<file path="config.mk">
export PLATFORM = sky130hd
export DESIGN_NAME = fan_tach_rpm_filter_unit
export DESIGN_NICKNAME = d
export VERILOG_FILES = /design/src/hdl/ftrf_pkg.sv /design/src/hdl/ftrf_ctrl.sv /design/src/hdl/ftrf_datapath.sv /design/src/hdl/fan_tach_rpm_filter_unit.sv
export SDC_FILE = /design/constraint.sdc
export NUM_CORES = 1
export LEC_CHECK = 0
export BUFFER_PORTS_ARGS = -buffer_cell sky130_fd_sc_hd__buf_4
export CORE_MARGIN = 3
export CORE_UTILIZATION = 45
export CTS_BUF_LIST = sky130_fd_sc_hd__clkbuf_4 sky130_fd_sc_hd__clkbuf_8 sky130_fd_sc_hd__clkbuf_16
export DETAILED_ROUTE_END_ITERATION = 7
export PLACE_DENSITY = 0.61
export SLEW_MARGIN = 10
export SYNTH_ARGS = -nofsm -noshare
export SYNTH_HDL_FRONTEND = slang
export SYNTH_SLANG_ARGS = --single-unit
</file>
<file path="constraint.sdc">
create_clock -name clk -period 5.3 [get_ports clk]
set_input_delay 0.795 -clock clk [delete_from_list [all_inputs] [get_ports clk]]
set_output_delay 0.795 -clock clk [all_outputs]
set_load 0.005 [all_outputs]
</file>
<file path="src/hdl/ftrf_pkg.sv">
// Package for the fan tach RPM filter: command struct, field widths and the
// duty-to-cutoff table. No dependencies.
package ftrf_pkg;

	localparam int EDGE_WINDOW_DEF   = 10;
	localparam int AVERAGE_DEPTH_DEF = 20;

	localparam int SPEED_W  = 10;
	localparam int DUTY_W   = 7;
	localparam int RPM_W    = 12;
	localparam int PROD_W   = 16;  // tach_speed * 60 fits in 16 bits
	localparam int SHIFT_N  = PROD_W + 1;

	localparam int RPM_PER_RPS = 60;
	localparam int CUT_SCALE   = 62500;   // 2500^2 / 100
	localparam int CUT_OFFSET  = 218750;  // 2500^2 * 0.035
	localparam int CUT_MIN_DUTY = 4;

	localparam int DUTY_CODES = 1 << DUTY_W;

	typedef logic [RPM_W-1:0] cutoff_table_t [DUTY_CODES];

	// Controller to datapath commands, one step each.
	typedef struct packed {
		logic load;    // request accepted, capture fields and edge flag
		logic calc;    // product, cutoff, old sample read
		logic shift;   // halving, ring write, running total
		logic finish;  // mean into output register
	} ftrf_cmd_t;

	// floor(sqrt(62500*d - 218750)) for every duty code, 0 below 4 percent.
	function automatic cutoff_table_t build_cutoff_table();
		cutoff_table_t t;
		int unsigned   v;
		int unsigned   root;
		int unsigned   bit_v;
		for (int d = 0; d < DUTY_CODES; d++) begin
			if (d < CUT_MIN_DUTY) begin
				t[d] = '0;
			end else begin
				v     = CUT_SCALE * d - CUT_OFFSET;
				root  = 0;
				bit_v = 32'd1 << 30;
				for (int i = 0; i < 16; i++) begin
					if (v >= root + bit_v) begin
						v    = v - (root + bit_v);
						root = (root >> 1) + bit_v;
					end else begin
						root = root >> 1;
					end
					bit_v = bit_v >> 2;
				end
				t[d] = RPM_W'(root);
			end
		end
		return t;
	endfunction

	localparam cutoff_table_t CUTOFF_TABLE = build_cutoff_table();

endpackage

</file>
<file path="src/hdl/ftrf_ctrl.sv">
// Sequencer for the fan tach RPM filter: handshakes and step commands.
// Depends on ftrf_pkg.
module ftrf_ctrl import ftrf_pkg::*; (
	input  logic      clk,
	input  logic      arst_n,
	input  logic      tick_valid,
	output logic      tick_stall,
	output logic      rpm_valid,
	input  logic      rpm_stall,
	output ftrf_cmd_t cmd
);

	localparam logic [1:0] ST_IDLE  = 2'd0;
	localparam logic [1:0] ST_CALC  = 2'd1;
	localparam logic [1:0] ST_SHIFT = 2'd2;
	localparam logic [1:0] ST_DONE  = 2'd3;

	logic [1:0] state_q;
	logic       rpm_valid_q;
	logic       out_busy;

	assign out_busy   = rpm_valid_q && rpm_stall;
	assign tick_stall = (state_q != ST_IDLE);
	assign rpm_valid  = rpm_valid_q;

	assign cmd.load   = tick_valid && (state_q == ST_IDLE);
	assign cmd.calc   = (state_q == ST_CALC);
	assign cmd.shift  = (state_q == ST_SHIFT);
	assign cmd.finish = (state_q == ST_DONE) && !out_busy;

	always_ff @(posedge clk or negedge arst_n) begin
		if (!arst_n) begin
			state_q     <= ST_IDLE;
			rpm_valid_q <= 1'b0;
		end else begin
			unique case (state_q)
				ST_IDLE: begin
					if (cmd.load) state_q <= ST_CALC;
				end
				ST_CALC:  state_q <= ST_SHIFT;
				ST_SHIFT: state_q <= ST_DONE;
				ST_DONE: begin
					if (cmd.finish) state_q <= ST_IDLE;
				end
				default:  state_q <= ST_IDLE;
			endcase

			if (cmd.finish) begin
				rpm_valid_q <= 1'b1;
			end else if (!rpm_stall) begin
				rpm_valid_q <= 1'b0;
			end
		end
	end

endmodule

</file>
<file path="src/hdl/ftrf_datapath.sv">
// Datapath of the fan tach RPM filter: edge ring, cutoff lookup, halving,
// sample ring memory, running total and mean. Depends on ftrf_pkg.
module ftrf_datapath import ftrf_pkg::*; #(
	parameter int EDGE_WINDOW   = EDGE_WINDOW_DEF,
	parameter int AVERAGE_DEPTH = AVERAGE_DEPTH_DEF
) (
	input  logic               clk,
	input  logic               arst_n,
	input  ftrf_cmd_t          cmd,
	input  logic               fall_seen,
	input  logic [SPEED_W-1:0] tach_speed,
	input  logic [DUTY_W-1:0]  duty_percent,
	output logic [RPM_W-1:0]   rpm
);

	localparam int EPTR_W  = (EDGE_WINDOW > 1) ? $clog2(EDGE_WINDOW) : 1;
	localparam int SPTR_W  = (AVERAGE_DEPTH > 1) ? $clog2(AVERAGE_DEPTH) : 1;
	localparam int TOTAL_W = RPM_W + $clog2(AVERAGE_DEPTH);
	// Exact mean by reciprocal: total < 2^TOTAL_W, error stays below 1/depth.
	localparam int RECIP_SH = TOTAL_W + $clog2(AVERAGE_DEPTH);
	localparam longint unsigned RECIP_L =
		((64'd1 << RECIP_SH) + AVERAGE_DEPTH - 1) / AVERAGE_DEPTH;
	localparam logic [RECIP_SH-1:0] RECIP = RECIP_SH'(RECIP_L);
	localparam int MULT_W = TOTAL_W + RECIP_SH;

	// edge ring and captured fields
	logic [EDGE_WINDOW-1:0] edge_hist_q;
	logic [EPTR_W-1:0]      eptr_q;
	logic [SPEED_W-1:0]     speed_q;
	logic [DUTY_W-1:0]      duty_q;

	// calc step
	logic                   spin_s1;
	logic [PROD_W-1:0]      prod_s1;
	logic [RPM_W-1:0]       cutoff_s1;
	logic [RPM_W-1:0]       mem_rd_s1;
	logic                   old_vld_s1;

	// sample ring
	logic [RPM_W-1:0]         sample_mem [AVERAGE_DEPTH];
	logic [AVERAGE_DEPTH-1:0] sample_vld_q;
	logic [SPTR_W-1:0]        sptr_q;
	logic [TOTAL_W-1:0]       total_q;
	logic [RPM_W-1:0]         rpm_q;

	logic [RPM_W-1:0]   sample;
	logic [RPM_W-1:0]   old_sample;
	logic [MULT_W-1:0]  mean_prod;

	// smallest shift that brings the product to or under the cutoff
	always_comb begin
		sample = '0;
		if (spin_s1) begin
			for (int k = SHIFT_N - 1; k >= 0; k--) begin
				if ((prod_s1 >> k) <= PROD_W'(cutoff_s1)) sample = RPM_W'(prod_s1 >> k);
			end
		end
	end

	assign old_sample = old_vld_s1 ? mem_rd_s1 : '0;
	assign mean_prod  = MULT_W'(total_q) * MULT_W'(RECIP);
	assign rpm        = rpm_q;

	always_ff @(posedge clk or negedge arst_n) begin
		if (!arst_n) begin
			edge_hist_q  <= '0;
			eptr_q       <= '0;
			sample_vld_q <= '0;
			sptr_q       <= '0;
			total_q      <= '0;
		end else begin
			if (cmd.load) begin
				edge_hist_q[eptr_q] <= fall_seen;
				eptr_q <= (eptr_q == EPTR_W'(EDGE_WINDOW - 1)) ? '0 : eptr_q + 1'b1;
			end
			if (cmd.shift) begin
				sample_vld_q[sptr_q] <= 1'b1;
				total_q <= total_q - TOTAL_W'(old_sample) + TOTAL_W'(sample);
				sptr_q  <= (sptr_q == SPTR_W'(AVERAGE_DEPTH - 1)) ? '0 : sptr_q + 1'b1;
			end
		end
	end

	always_ff @(posedge clk) begin
		if (cmd.load) begin
			speed_q <= tach_speed;
			duty_q  <= duty_percent;
		end
		if (cmd.calc) begin
			spin_s1    <= |edge_hist_q;
			prod_s1    <= PROD_W'(speed_q) * PROD_W'(RPM_PER_RPS);
			cutoff_s1  <= CUTOFF_TABLE[duty_q];
			old_vld_s1 <= sample_vld_q[sptr_q];
		end
		if (cmd.finish) begin
			rpm_q <= mean_prod[RECIP_SH +: RPM_W];
		end
	end

	// sample memory: registered read in calc, write in shift
	always_ff @(posedge clk) begin
		if (cmd.calc) mem_rd_s1 <= sample_mem[sptr_q];
		if (cmd.shift) sample_mem[sptr_q] <= sample;
	end

endmodule

</file>
<file path="src/hdl/fan_tach_rpm_filter_unit.sv">
// Fan tach RPM filter, top level; depends on ftrf_pkg, ftrf_ctrl and ftrf_datapath.
// An accepted request runs calc, shift and finish steps; rpm_valid rises at finish.
// No new request is taken until the load/calc/shift/finish sequence has run to its end;
// a result still stalled at the next finish step holds that step and the input.
// A new request is taken while the previous result waits in the output register.
// Reset (arst_n low) clears edge ring, sample valid bits, pointers, total and rpm_valid.
module fan_tach_rpm_filter_unit import ftrf_pkg::*; #(
	parameter int EDGE_WINDOW   = EDGE_WINDOW_DEF,
	parameter int AVERAGE_DEPTH = AVERAGE_DEPTH_DEF
) (
	input  logic               clk,
	input  logic               arst_n,
	input  logic               tick_valid,
	output logic               tick_stall,
	input  logic               fall_seen,
	input  logic [SPEED_W-1:0] tach_speed,
	input  logic [DUTY_W-1:0]  duty_percent,
	output logic               rpm_valid,
	input  logic               rpm_stall,
	output logic [RPM_W-1:0]   rpm
);

	ftrf_cmd_t cmd;

	ftrf_ctrl u_ctrl (
		.clk        (clk),
		.arst_n     (arst_n),
		.tick_valid (tick_valid),
		.tick_stall (tick_stall),
		.rpm_valid  (rpm_valid),
		.rpm_stall  (rpm_stall),
		.cmd        (cmd)
	);

	ftrf_datapath #(
		.EDGE_WINDOW   (EDGE_WINDOW),
		.AVERAGE_DEPTH (AVERAGE_DEPTH)
	) u_datapath (
		.clk          (clk),
		.arst_n       (arst_n),
		.cmd          (cmd),
		.fall_seen    (fall_seen),
		.tach_speed   (tach_speed),
		.duty_percent (duty_percent),
		.rpm          (rpm)
	);

endmodule

</file>
==> results.md <==
* Place WS at -0.296 ns
* Multi-input gate area at 15100 um^2
* Netlist cell types at 77
* GR Util All Layers at 0.227
* Main combinational cell family by area after synthesis: adder cells
* FP Rows at 87
* Initial Util at 0.460
* Chip Width at 247 um
* Tightest Pin Transition at 1.17 ns
* Register Area at 10800 um^2
* First-pass GRT wire length at 109 mm
* Fillers at 4833
* Worst setup SP type: flip-flop
* Dpl hpwl at 50.0 mm
* Xor and xnor area share after synthesis at 0.0140
* Die footprint at 61200 um^2
* GPL Wtd Cong at 0.902
* Root Driver: clkbuf_16
* DR vias at 19100
* Num ports at 36
* Worst Hold Class: in -> async
* Most common cell after layout, fill and taps aside: edfxtp_1
* Async S/R FF share, synth at 0.160
* H-Tree Depth at 2
* Largest net degree at the start of global routing at 68
* Worst Reg2Reg Path Length in Cells at 20
* Net Count, Synth at 2699
* Final Hold Fails at 0
* TritonCTS clock tree: built
* Layout Skew at 0.0342 ns
* Final setup margin at 0.141 ns
* RSZ-0062 raised after global routing: yes
* DRC viols at 0
* Clk_lat worst skew at 0.58 ns
* Synthesized instance count at 2252
* Outcome: finished, final reports clean
* Critical path class: reg -> reg
* Clock Pin Slew Worst Setup and Hold Paths at 0.06 ns
* WHS at 0.302 ns
* Post-synthesis mux area share at 0.0773
* Core area at 57000 um^2
* CTS buffer count at 40
* Area Growth Syn to Fin at 20.4%
* Die height at 247 um
* Mean number of vias per cell at 5.78
* Minimum clock period after layout at 5.16 ns
* Yosys Warn Count at 0
* Sink Count at 368
* Post-Synth Adder-Cell Area at 0.236
* Ys flop type: edfxtp_1
* Nets at 2966
* Starting DRC count in detailed routing at 1347
* Core Util, Final at 0.553
* Final WL at 69.2 mm
* Grt total ovfl at 0
* Number of global-route vias before repair at 19400
* Setup crit end kind: flip-flop
* Hold buffer count at CTS at 0
* Clock tree buffer depth at 3
* Post-Syn Area at 26200 um^2
* Number of port buffers at 35
* Max Freq at 194 MHz
* Commonest cells after routing, fill and taps aside: edfxtp_1 (309), buf_4 (291), ha_1 (286)
* Post-synthesis simple-gate area fraction at 0.0924
* Compound-Gate Fraction of Synth Area at 0.122
* Setup violations, final at 0
* Tcrit/Tclk final at 0.973
* Number of flops mapped to enable cells by yosys at 309
* CP max FO at 3
* Ant diodes at 0
* Slew Limit Fails at 0
* Drt first pass iters at 5
* Detail Route Antenna Nets at 0
* Max_cap viols at 0
* Register area share after synthesis at 0.410
* Routed len/inst at 20.9 um
* Mean area per synthesized cell at 11.6 um^2
* Layout cells sized above 1 at 0.261
* Yosys reg bits at 368
* Slew HR at 0.221
* WP data required at 5.60 ns
* Initial antenna violation count at 0
* Critical path arrival at 5.46 ns
[cells in the mapped netlist (all sizes together) (15+ instances only)]
master | count | share of area
a21o | 29 | 0.0083
nor2 | 103 | 0.015
buf | 23 | 0.0039
nand2b | 17 | 0.0041
o21ai | 126 | 0.024
a31oi | 21 | 0.0050
nand2 | 120 | 0.017
and2 | 19 | 0.0046
clkbuf | 66 | 0.0095
nor2b | 19 | 0.0045
nand3 | 46 | 0.0088
mux2 | 28 | 0.012
a21oi | 118 | 0.023
xnor2 | 32 | 0.011
inv | 233 | 0.033
a22oi | 15 | 0.0043
nor4 | 21 | 0.0056
mux4 | 68 | 0.058
fa | 117 | 0.089
o211ai | 20 | 0.0057
and3 | 20 | 0.0048
dfrtp | 59 | 0.056
mux2i | 18 | 0.0069
ha | 308 | 0.15
nand4 | 24 | 0.0057
o31ai | 16 | 0.0048
nor3 | 37 | 0.0071
a211oi | 25 | 0.0073
edfxtp | 309 | 0.35
or2 | 27 | 0.0064
[state kept, by name, summed over array words and instances, names as in the netlist, 2 cells and up]
signal	count
u_datapath.sample_mem	240
u_datapath.eptr_q	4
u_datapath.total_q	17
u_datapath.duty_q	7
u_datapath.cutoff_s1	12
u_datapath.prod_s1	14
u_datapath.speed_q	10
u_datapath.rpm	12
u_datapath.mem_rd_s1	12
u_ctrl.state_q	2
u_datapath.edge_hist_q	10
u_datapath.sample_vld_q	20
u_datapath.sptr_q	5
[path summary, 6_finish.rpt]
path                                                 start  slack (ns)                         end
worst max register to register      u_datapath.total_q[14]        0.14           u_datapath.rpm[3]
worst min register to register  u_datapath.sample_vld_q[7]        0.46  u_datapath.sample_vld_q[7]
worst min-delay path                                arst_n        0.30  u_datapath.sample_vld_q[1]
worst max-delay path                u_datapath.total_q[14]        0.14           u_datapath.rpm[3]
min in group clk                           duty_percent[0]        0.39        u_datapath.duty_q[0]
max in group asynchronous                           arst_n        4.36      u_datapath.total_q[12]
[metrics by stage]
step	area, um^2	setup TNS (ns)	cells
after global placement	29200	-1.78	3204
after CTS	30800	0	3287
after floorplan	26300	0	2252
after detailed placement	29200	-2.21	3204
final	31600	0	3306
after global routing	31600	-0.326	3306
[cell families after synthesis]
logic type,after synthesis
DFF,368
AOI/OAI and AO/OA,493
buffers and inverters,326
xor gates and xnor gates,42
adders and majority gates,425
muxes,114
and+or+nand+nor,484
[worst max-delay path, cell delays in order, from the launching register on]
cell	delay (ns)
dfrtp_1	0.37
inv_1	0.06
ha_1	0.29
inv_1	0.09
ha_1	0.29
inv_1	0.05
fa_1	0.52
inv_1	0.07
fa_1	0.58
fa_1	0.44
fa_1	0.56
ha_4	0.22
a211oi_2	0.18
nand2_1	0.11
a211oi_2	0.23
a21oi_2	0.12
buf_4	0.15
o31a_1	0.24
o21a_1	0.17
nor2_1	0.12
xnor2_1	0.07
[layout make-up]
cell class / count / area share
well taps: 756 / 0.0300
clock buffers: 61 / 0.0387
inverters: 237 / 0.0283
repair buffers: 313 / 0.0799
multi-input cells: 1559 / 0.477
flip-flops and latches: 368 / 0.341
clock inverters: 12 / 0.00468
[layer usage]
layer / up-vias / part of all wire / routed length [um] / track usage
met5: - / 0 / 0 / 0
met4: 0 / 0.022 / 1510 / 0.0582
met3: 99 / 0.049 / 3410 / 0.0245
met2: 595 / 0.48 / 33300 / 0.375
met1: 9517 / 0.45 / 30900 / 0.321
li1: 8903 / - / - / -
[what timing repair did]
item / 4_1_cts / 5_1_grt
resized for setup: 38 / 136
pin swaps: 23 / 81
endpoints found under the setup margin: 16 / 20
gates cloned: 0 / 1
endpoints found under the hold margin: 0 / 0
buffers inserted: 10 / 19
Power is left out: the tool's default activity adds up to more than one toggle a clock period on the data nets, which glitch-free logic cannot reach.
